`src/rtl/ssd_pkg.sv`:
```
package ssd_pkg;

  typedef enum logic [2:0] {
    REQ_TICK      = 3'd0,
    REQ_SET_NUM   = 3'd1,
    REQ_SET_DIGIT = 3'd2,
    REQ_SET_SEG   = 3'd3,
    REQ_CLEAR     = 3'd4,
    REQ_SHIFT_L   = 3'd5,
    REQ_SHIFT_R   = 3'd6,
    REQ_UNUSED    = 3'd7
  } req_t;

  typedef enum logic [4:0] {
    ST_IDLE = 5'b00001,
    ST_EMIT = 5'b00010,
    ST_DIV0 = 5'b00100,
    ST_CONV = 5'b01000,
    ST_SIGN = 5'b10000
  } state_t;

  localparam logic [7:0]  SEG_BLANK  = 8'h00;
  localparam logic [7:0]  SEG_MIDDLE = 8'h40;
  localparam logic [7:0]  SEG_POINT  = 8'h80;
  localparam logic [31:0] RECIP_10   = 32'hCCCC_CCCD;

  localparam logic [7:0] DIGIT_PATTERN [10] = '{
    8'h3F, 8'h06, 8'h5B, 8'h4F, 8'h66, 8'h6D, 8'h7D, 8'h07, 8'h7F, 8'h6F
  };

  function automatic logic [7:0] pattern_of(logic [31:0] v);
    logic [7:0] p;
    p = SEG_BLANK;
    if (v <= 32'd9) begin
      p = DIGIT_PATTERN[v[3:0]];
    end
    return p;
  endfunction

endpackage

```
`src/rtl/ssd_if.sv`:
```
interface ssd_req_if;
  logic        valid;
  logic        ready;
  logic [2:0]  req_type;
  logic [2:0]  position;
  logic signed [31:0] value;
  logic        point_on;
  logic [2:0]  segment;
  logic        segment_on;

  modport source (output valid, req_type, position, value, point_on, segment, segment_on,
                  input ready);
  modport sink (input valid, req_type, position, value, point_on, segment, segment_on,
                output ready);
endinterface

interface ssd_disp_if;
  logic       valid;
  logic       ready;
  logic [7:0] segments;
  logic [2:0] digit_select;

  modport source (output valid, segments, digit_select, input ready);
  modport sink (input valid, segments, digit_select, output ready);
endinterface

interface ssd_cfg_if;
  logic valid;
  logic ready;
  logic reverse_order;

  modport source (output valid, reverse_order, input ready);
  modport sink (input valid, reverse_order, output ready);
endinterface

```
`src/rtl/seven_segment_display_controller_unit.sv`:
```
// Channel  Role    Payload
// req      sink    req_type, position, value, point_on, segment, segment_on
// disp     source  segments, digit_select
// cfg      sink    reverse_order
//
// Buffer writes (digit, segment, clear, shift) finish in the accept cycle.
// A tick latches the scanned byte, then loads the output register once disp can take it.
// Set number runs one divide-by-ten step a cycle through a shared reciprocal
// multiplier, then a step for the minus bar on negative values.
// Reset clears the buffer, the scan index, reverse_order and the output valid.
// req.ready is low while a request is in work; a stalled tick holds in its state.
module seven_segment_display_controller_unit #(
  parameter int DIGITS = 8
) (
  input  logic       clk,
  input  logic       rst,
  ssd_req_if.sink    req,
  ssd_disp_if.source disp,
  ssd_cfg_if.sink    cfg
);

  localparam int IDX_W = (DIGITS > 1) ? $clog2(DIGITS) : 1;
  localparam int CNT_W = $clog2(DIGITS + 1);

  ssd_pkg::state_t state;
  ssd_pkg::req_t   req_code;

  logic [7:0]       buffer   [DIGITS];
  logic [7:0]       buf_next [DIGITS];
  logic [IDX_W-1:0] scan_index;
  logic             reverse_order;

  logic [31:0]      m;
  logic [31:0]      m_prev;
  logic             neg;
  logic [CNT_W-1:0] k;
  logic [63:0]      prod;
  logic [31:0]      quot;
  logic [31:0]      rem_full;
  logic [IDX_W-1:0] k_phys;

  logic             accept;
  logic             pos_ok;
  logic [IDX_W-1:0] pos_phys;
  logic [IDX_W-1:0] rd_addr;
  logic [7:0]       rd_byte;
  logic [7:0]       seg_mask;

  logic [7:0]       pend_seg;
  logic [IDX_W-1:0] pend_sel;
  logic             out_valid;
  logic [7:0]       out_seg;
  logic [2:0]       out_sel;
  logic             emit_load;

  assign req_code = ssd_pkg::req_t'(req.req_type);
  assign req.ready = (state == ssd_pkg::ST_IDLE);
  assign accept    = req.valid && req.ready;
  assign cfg.ready = 1'b1;

  assign disp.valid        = out_valid;
  assign disp.segments     = out_seg;
  assign disp.digit_select = out_sel;

  assign emit_load = (state == ssd_pkg::ST_EMIT) && (!out_valid || disp.ready);

  assign pos_ok   = ({1'b0, req.position} < 4'(DIGITS));
  assign pos_phys = reverse_order ? (IDX_W'(DIGITS - 1) - req.position[IDX_W-1:0])
                                  : req.position[IDX_W-1:0];
  assign rd_addr  = (req_code == ssd_pkg::REQ_TICK) ? scan_index : pos_phys;
  assign rd_byte  = ({1'b0, rd_addr} < (IDX_W + 1)'(DIGITS)) ? buffer[rd_addr]
                                                             : ssd_pkg::SEG_BLANK;
  assign seg_mask = 8'(1) << req.segment;

  assign prod     = m * ssd_pkg::RECIP_10;
  assign quot     = {3'b000, prod[63:35]};
  assign rem_full = m_prev - {m[28:0], 3'b000} - {m[30:0], 1'b0};
  assign k_phys   = reverse_order ? k[IDX_W-1:0] : (IDX_W'(DIGITS - 1) - k[IDX_W-1:0]);

  always_comb begin
    for (int j = 0; j < DIGITS; j++) begin
      buf_next[j] = buffer[j];
    end
    unique case (state)
      ssd_pkg::ST_IDLE: begin
        if (accept) begin
          case (req_code) inside
            ssd_pkg::REQ_SET_NUM: begin
              for (int j = 0; j < DIGITS; j++) begin
                buf_next[j] = ssd_pkg::SEG_BLANK;
              end
            end
            ssd_pkg::REQ_SET_DIGIT: begin
              if (pos_ok) begin
                buf_next[pos_phys] = ssd_pkg::pattern_of(req.value)
                                     | (req.point_on ? ssd_pkg::SEG_POINT : ssd_pkg::SEG_BLANK);
              end
            end
            ssd_pkg::REQ_SET_SEG: begin
              if (pos_ok) begin
                buf_next[pos_phys] = req.segment_on ? (rd_byte | seg_mask)
                                                    : (rd_byte & ~seg_mask);
              end
            end
            ssd_pkg::REQ_CLEAR: begin
              if (pos_ok) begin
                buf_next[pos_phys] = ssd_pkg::SEG_BLANK;
              end
            end
            ssd_pkg::REQ_SHIFT_L, ssd_pkg::REQ_SHIFT_R: begin
              if ((req_code == ssd_pkg::REQ_SHIFT_L) != reverse_order) begin
                for (int j = DIGITS - 1; j > 0; j--) begin
                  buf_next[j] = buffer[j-1];
                end
                buf_next[0] = ssd_pkg::pattern_of(req.value);
              end else begin
                for (int j = 0; j < DIGITS - 1; j++) begin
                  buf_next[j] = buffer[j+1];
                end
                buf_next[DIGITS-1] = ssd_pkg::pattern_of(req.value);
              end
            end
            default: begin
            end
          endcase
        end
      end
      ssd_pkg::ST_CONV: begin
        if ((m != 32'd0) && (k == CNT_W'(DIGITS - 1))) begin
          for (int j = 0; j < DIGITS; j++) begin
            buf_next[j] = ssd_pkg::SEG_MIDDLE;
          end
        end else begin
          buf_next[k_phys] = ssd_pkg::pattern_of({28'd0, rem_full[3:0]});
        end
      end
      ssd_pkg::ST_SIGN: begin
        if (k == CNT_W'(DIGITS)) begin
          for (int j = 0; j < DIGITS; j++) begin
            buf_next[j] = ssd_pkg::SEG_MIDDLE;
          end
        end else begin
          buf_next[k_phys] = ssd_pkg::SEG_MIDDLE;
        end
      end
      default: begin
      end
    endcase
  end

  always_ff @(posedge clk) begin
    if (rst) begin
      state         <= ssd_pkg::ST_IDLE;
      scan_index    <= '0;
      reverse_order <= 1'b0;
      out_valid     <= 1'b0;
      for (int j = 0; j < DIGITS; j++) begin
        buffer[j] <= ssd_pkg::SEG_BLANK;
      end
    end else begin
      for (int j = 0; j < DIGITS; j++) begin
        buffer[j] <= buf_next[j];
      end
      if (cfg.valid && cfg.ready) begin
        reverse_order <= cfg.reverse_order;
      end
      if (emit_load) begin
        out_valid <= 1'b1;
      end else if (out_valid && disp.ready) begin
        out_valid <= 1'b0;
      end
      unique case (state)
        ssd_pkg::ST_IDLE: begin
          if (accept) begin
            if (req_code == ssd_pkg::REQ_TICK) begin
              pend_seg   <= rd_byte;
              pend_sel   <= scan_index;
              scan_index <= (scan_index == IDX_W'(DIGITS - 1)) ? '0 : scan_index + 1'b1;
              state      <= ssd_pkg::ST_EMIT;
            end else if (req_code == ssd_pkg::REQ_SET_NUM) begin
              neg   <= req.value[31];
              m     <= req.value[31] ? (32'd0 - req.value) : req.value;
              state <= ssd_pkg::ST_DIV0;
            end
          end
        end
        ssd_pkg::ST_EMIT: begin
          if (emit_load) begin
            out_seg <= pend_seg;
            out_sel <= 3'(pend_sel);
            state   <= ssd_pkg::ST_IDLE;
          end
        end
        ssd_pkg::ST_DIV0: begin
          m_prev <= m;
          m      <= quot;
          k      <= '0;
          state  <= ssd_pkg::ST_CONV;
        end
        ssd_pkg::ST_CONV: begin
          m_prev <= m;
          m      <= quot;
          k      <= k + 1'b1;
          if (m == 32'd0) begin
            state <= neg ? ssd_pkg::ST_SIGN : ssd_pkg::ST_IDLE;
          end else if (k == CNT_W'(DIGITS - 1)) begin
            state <= ssd_pkg::ST_IDLE;
          end
        end
        ssd_pkg::ST_SIGN: begin
          state <= ssd_pkg::ST_IDLE;
        end
        default: begin
          state <= ssd_pkg::ST_IDLE;
        end
      endcase
    end
  end

endmodule

```
`src/flat_wrapper.sv`:
```
// flat-port wrapper written by rule: the top's interface ports become plain ports
module seven_segment_display_controller_unit_flat 
#(
  parameter int DIGITS = 8
)
  (clk, rst, req_valid, req_req_type, req_position, req_value, req_point_on, req_segment, req_segment_on, req_ready, disp_valid, disp_segments, disp_digit_select, disp_ready, cfg_valid, cfg_reverse_order, cfg_ready);
  ssd_req_if req_i ();
  ssd_disp_if disp_i ();
  ssd_cfg_if cfg_i ();
  input  logic clk;
  input  logic rst;
  input wire logic [$bits(req_i.valid)-1:0] req_valid;
  input wire logic [$bits(req_i.req_type)-1:0] req_req_type;
  input wire logic [$bits(req_i.position)-1:0] req_position;
  input wire logic [$bits(req_i.value)-1:0] req_value;
  input wire logic [$bits(req_i.point_on)-1:0] req_point_on;
  input wire logic [$bits(req_i.segment)-1:0] req_segment;
  input wire logic [$bits(req_i.segment_on)-1:0] req_segment_on;
  output wire logic [$bits(req_i.ready)-1:0] req_ready;
  output wire logic [$bits(disp_i.valid)-1:0] disp_valid;
  output wire logic [$bits(disp_i.segments)-1:0] disp_segments;
  output wire logic [$bits(disp_i.digit_select)-1:0] disp_digit_select;
  input wire logic [$bits(disp_i.ready)-1:0] disp_ready;
  input wire logic [$bits(cfg_i.valid)-1:0] cfg_valid;
  input wire logic [$bits(cfg_i.reverse_order)-1:0] cfg_reverse_order;
  output wire logic [$bits(cfg_i.ready)-1:0] cfg_ready;
  assign req_i.valid = req_valid;
  assign req_i.req_type = req_req_type;
  assign req_i.position = req_position;
  assign req_i.value = req_value;
  assign req_i.point_on = req_point_on;
  assign req_i.segment = req_segment;
  assign req_i.segment_on = req_segment_on;
  assign req_ready = req_i.ready;
  assign disp_valid = disp_i.valid;
  assign disp_segments = disp_i.segments;
  assign disp_digit_select = disp_i.digit_select;
  assign disp_i.ready = disp_ready;
  assign cfg_i.valid = cfg_valid;
  assign cfg_i.reverse_order = cfg_reverse_order;
  assign cfg_ready = cfg_i.ready;
  seven_segment_display_controller_unit #(.DIGITS(DIGITS)) u_core (.clk(clk), .rst(rst), .req(req_i), .disp(disp_i), .cfg(cfg_i));
endmodule
```
`config.mk`:
```
export PLATFORM = sky130hd
export DESIGN_NAME = seven_segment_display_controller_unit_flat
export DESIGN_NICKNAME = d
export VERILOG_FILES = /design/src/rtl/ssd_pkg.sv /design/src/rtl/ssd_if.sv /design/src/rtl/seven_segment_display_controller_unit.sv /design/src/flat_wrapper.sv
export SDC_FILE = /design/constraint.sdc
export NUM_CORES = 2
export LEC_CHECK = 0
export BUFFER_PORTS_ARGS = -buffer_cell sky130_fd_sc_hd__buf_2
export CELL_PAD_IN_SITES_DETAIL_PLACEMENT = 1
export CELL_PAD_IN_SITES_GLOBAL_PLACEMENT = 1
export CORE_MARGIN = 2
export CORE_UTILIZATION = 51
export DETAILED_ROUTE_END_ITERATION = 7
export GPL_ROUTABILITY_DRIVEN = 0
export HOLD_SLACK_MARGIN = 0.1
export PLACE_DENSITY = 0.9
export SYNTH_ARGS = -nofsm -noshare
export SYNTH_HDL_FRONTEND = slang
export SYNTH_SLANG_ARGS = --single-unit
```
`constraint.sdc`:
```
create_clock -name clk -period 10.4 [get_ports clk]
set_input_delay 2.08 -clock clk [delete_from_list [all_inputs] [get_ports clk]]
set_output_delay 2.08 -clock clk [all_outputs]
set_load 0.01 [all_outputs]
```
==> results.md <==
Timing:
- The clock arrives with 29.8 ps of skew.
- For the pin with the worst max-slew slack, the measured transition is 1440 ps.
- In the post-route analysis, the smallest setup slack over all paths is -8.84 ps.
- The total setup violations reported at the end of the flow is 1.
- In the final timing run, aggregate negative setup slack is -8.84 ps.
- The final number of hold-violating endpoints is 0.
- The shortest period the worst path allows is 10,410 ps.
- Setup repair after global routing left no endpoint under its margin.
- Derived from the worst setup path, the maximum achievable clock frequency is 96.1 MHz.
- Headroom to the max-slew limit came out at 0.0314.
- The max-slew violation count came to 0.
- Of the available clock period, the critical path in the final layout requires 1.00.

Worst setup path:
- In this run the critical register-to-register path is captured at u_core.m[8]$_DFFE_PP_.
- Across all register-to-register paths, the minimum setup slack is -9 ps.
- The maximum fanout count along the critical path is 6.
- The kind of start point of the critical path is a flip-flop.
- The worst setup path is of the flip-flop to flip-flop kind.
- The critical path arrival is 10,570 ps.
- Walking the worst path, the cells encountered are ha_1 > inv_1 > fa_1 > inv_1 > fa_1 > inv_1 > fa_1 > inv_1 > fa_1 > fa_1 > fa_1 > inv_1 > fa_1 > inv_1 > ha_1 > a21oi_1 > o21ai_0 > a2111oi_0 > o41ai_1 > a21oi_1 > o21bai_1 > xnor2_1 > o21ai_0.
- In this run the critical register-to-register path is launched from u_core.m[16]$_DFFE_PP_.
- In this run the worst setup path begins at u_core.m[16]$_DFFE_PP_.
- The worst setup path is captured at a flip-flop.
- The largest individual stage delay along the critical path comes from the cell sky130_fd_sc_hd__edfxtp_1.
- The required time of the critical path is 10,560 ps.
- The most frequent cell on the critical path is sky130_fd_sc_hd__fa_1.
- The delay of the slowest cell on the worst path is 960 ps.
- The number of cells traversed by the worst register-to-register path is 23.

Clock tree:
- TritonCTS built the clock tree.
- The CTS H-tree depth is 4.
- Counting every sink on the clock net gives 137.
- The clock-pin transition on the worst setup and hold timing paths is 90 ps.
- In this run the deepest clock path goes through 2 buffers.
- Clock latency on the worst-skew pair, taken at its later pin, is 500 ps.
- In this run, post-CTS hold repair placed 0 buffers.
- Counting the buffers created by CTS gives 17.
- Clock tree synthesis selected as its root buffer the cell sky130_fd_sc_hd__clkbuf_16.

Finish:
- Registers take 0.00337 sq mm.
- Of the cells placed in the final design, the portion with a size suffix greater than 1 is 0.0570.
- The footprint of the multi-input gates is 0.0223 sq mm.
- At the end of the flow, the number of nets in the layout was 4,069.
- The area growth from synthesis to layout is 5.70%.
- The final design utilization is 0.547.
- Fill cells in the final layout number 6,506.

Worst hold path:
- The path class of the tightest hold or removal check is flip-flop to flip-flop.
- The worst hold path stage count is 0.
- The startpoint identified for the worst hold timing path is u_core.pend_seg[5]$_DFFE_PP_.
- For hold timing, the worst endpoint is u_core.disp.segments[5]$_DFFE_PP_.

Global routing:
- The first global-routing pass estimated 203,000 microns of wire.
- The total routing usage reported by global routing is 0.487.
- The sum of overflow across all layers after global routing is 0.
- The initial antenna violation count is 18.
- The pin count of the biggest net entering global routing is 81.
- The via count of the first global-routing pass was 30,998.

Synth:
- The biggest area contributor in the post-synthesis netlist is sky130_fd_sc_hd__fa_1.
- The number of different library cells used by synthesis comes to 86.
- Synthesis produced a netlist with a net count of 4,094.
- The cell count after synthesis is 3,276.
- The commonest cells after synthesis are sky130_fd_sc_hd__inv_1, sky130_fd_sc_hd__fa_1, sky130_fd_sc_hd__ha_1.
- The share of synthesized area in the top cell type comes to 0.271.
- The average instance in the mapped netlist occupies 8.72 sq um.
- Counting flops with a built-in enable in the synthesized netlist gives 63.
- The share of the Yosys chip area taken by registers is 0.118.
- The Yosys step of the flow raised 0 warnings.
- Among all flip-flop cells after synthesis, the most frequent one is sky130_fd_sc_hd__dfxtp_1.
- The total of flip-flops plus latches after synthesis is 137.
- The most common cell in the netlist is sky130_fd_sc_hd__inv_1.
- After synthesis, the share of flip-flops with an asynchronous set or reset is 0.
- The cell area that synthesis handed to floorplanning was 0.0286 sq mm.
- Yosys attributes the largest share of cell area to sky130_fd_sc_hd__fa_1, sky130_fd_sc_hd__ha_1, sky130_fd_sc_hd__inv_1.

Floorplan:
- The floorplan has 86 rows.
- The initial standard-cell utilization of the core is 0.517.
- The core box area is 0.0552 sq mm.
- From left edge to right edge, the die measures 241 microns.
- The die is 241 microns tall.
- 63 I/O pins were placed.
- The die area is 0.0579 sq mm.

Routing:
- The number of routed nets with antenna violations is 0.
- In the routed design, unresolved DRC markers number 171.
- Dividing the detail-routed wire length by the instance count gives 34.1 microns.
- In the routed layout, each cell is associated on average with a via count of 7.22.
- The detailed router finished its first iteration with 4,719 violations.
- Wires add up to 137,000 microns.
- The first detailed-routing pass ran for 8 iterations.
- The number of vias in the routed layout is 29,008.

Placed design:
- At the placement stage, the worst setup path has a slack of 907 ps.
- After legalization and detailed placement, the total HPWL measured 99,400 microns.
- The total of buffers placed on input and output ports is 61.

Job:
- Across the run, the number of max-cap violations was 0.

Run status:
- The run finished, with violations left.
- The final reports fail on DRC, setup timing.
[timing repair]
action	CTS	global route
endpoints found under the setup margin	0	2
gates resized for setup	0	2
setup buffers	0	0
[layout by cell type, fill, tap and decap left out, types with 12 or more instances in the layout]
cell type                   Yosys  routed
sky130_fd_sc_hd__nand4_1       23      23
sky130_fd_sc_hd__inv_1        652     652
sky130_fd_sc_hd__dfxtp_1       74      74
sky130_fd_sc_hd__mux2_2        12      12
sky130_fd_sc_hd__edfxtp_1      63      63
sky130_fd_sc_hd__and2_1        18      18
sky130_fd_sc_hd__a32oi_1       14      14
sky130_fd_sc_hd__o21ai_0      134     132
sky130_fd_sc_hd__nor2_1       143     141
sky130_fd_sc_hd__buf_4          1      29
sky130_fd_sc_hd__nand3_1       56      56
sky130_fd_sc_hd__xnor2_1       57      56
sky130_fd_sc_hd__xor2_1        49      48
sky130_fd_sc_hd__a21o_1        46      46
sky130_fd_sc_hd__o211ai_1      28      28
sky130_fd_sc_hd__buf_2          8      61
sky130_fd_sc_hd__nand2b_1      27      27
sky130_fd_sc_hd__and3_1        19      19
sky130_fd_sc_hd__nor3_1        45      44
sky130_fd_sc_hd__clkbuf_16      0      17
sky130_fd_sc_hd__mux4_2        13      13
sky130_fd_sc_hd__fa_1         387     387
sky130_fd_sc_hd__mux2i_1       17      17
sky130_fd_sc_hd__a311oi_1      22      22
sky130_fd_sc_hd__o22ai_1       20      18
sky130_fd_sc_hd__a21oi_1      200     199
sky130_fd_sc_hd__a31oi_1       24      24
sky130_fd_sc_hd__a222oi_1      26      26
sky130_fd_sc_hd__nand2_1      313     313
sky130_fd_sc_hd__ha_1         382     382
sky130_fd_sc_hd__a211oi_1      37      37
sky130_fd_sc_hd__o31ai_1       16      16
sky130_fd_sc_hd__o21ai_1       27      28
[metal layers]
metal  up-vias  routed length [microns]  track usage
li1      11008                        -            -
met1     13934                    42800        0.513
met2      2779                    55800        0.689
met3      1251                    22200        0.272
met4        36                    15400        0.419
met5         -                      787        0.114
[critical path, delay by kind of cell (launching register included)]
| family | cells | cell delay (ps) |
|---|---|---|
| XOR/XNOR | 1 | 170 |
| AO/OA/AOI/OAI | 7 | 3230 |
| flip-flops | 1 | 960 |
| adder cells (fa/ha/maj) | 9 | 5060 |
| buffers and inverters | 6 | 650 |
[flip-flops by register name, indices dropped and copies added, names as in the netlist]
name                      flops
u_core.scan_index             3
u_core.m_prev                 4
u_core.disp.valid             1
u_core.neg                    1
u_core.k                      4
u_core.disp.segments          8
u_core.buffer                64
u_core.reverse_order          1
u_core.m                     32
u_core.state                  5
u_core.disp.digit_select      3
u_core.pend_sel               3
u_core.pend_seg               8
[layout make-up]
cell class,instances,share of cell area
Tap cell,748,0.0310
Antenna cell,4,0.000332
Sequential cell,137,0.112
Clock inverter,15,0.00514
Timing Repair Buffer,90,0.0173
Inverter,652,0.0811
Multi-Input combinational cell,2353,0.739
Clock buffer,17,0.0141
[logic make-up after synthesis]
kind of cell,synth area share
xor gates and xnor gates,0.0333
adders and majority gates,0.439
buffers and inverters,0.104
muxes,0.0263
and+or+nand+nor,0.113
other,0.000131
DFF,0.118
AOI/OAI and AO/OA,0.166
[worst max-delay path by stage]
stage	endpoint	slack, ps	cells after the start
final	u_core.m[8]$_DFFE_PP_	-9	23
after CTS	u_core.m[11]$_DFFE_PP_	610	23
after global routing	u_core.m[25]$_DFFE_PP_	200	21
after global placement	u_core.m[21]$_DFFE_PP_	1210	24
after floorplan	u_core.m[22]$_DFFE_PP_	3180	23
after detailed placement	u_core.m[21]$_DFFE_PP_	910	21
[stage by stage]
step | hold slack [ps] | instances | cell area [sq um]
6_report | 420 | 4016 | 30200
5_1_grt | 428 | 4013 | 30200
4_1_cts | 422 | 4011 | 30200
3_5_place_dp | 407 | 3979 | 29600
3_3_place_gp | 407 | 3979 | 29600
2_1_floorplan | 400 | 3276 | 28600
Power is not shown: default switching activity piles up to over one toggle a cycle in this logic, so the estimate is an artifact.
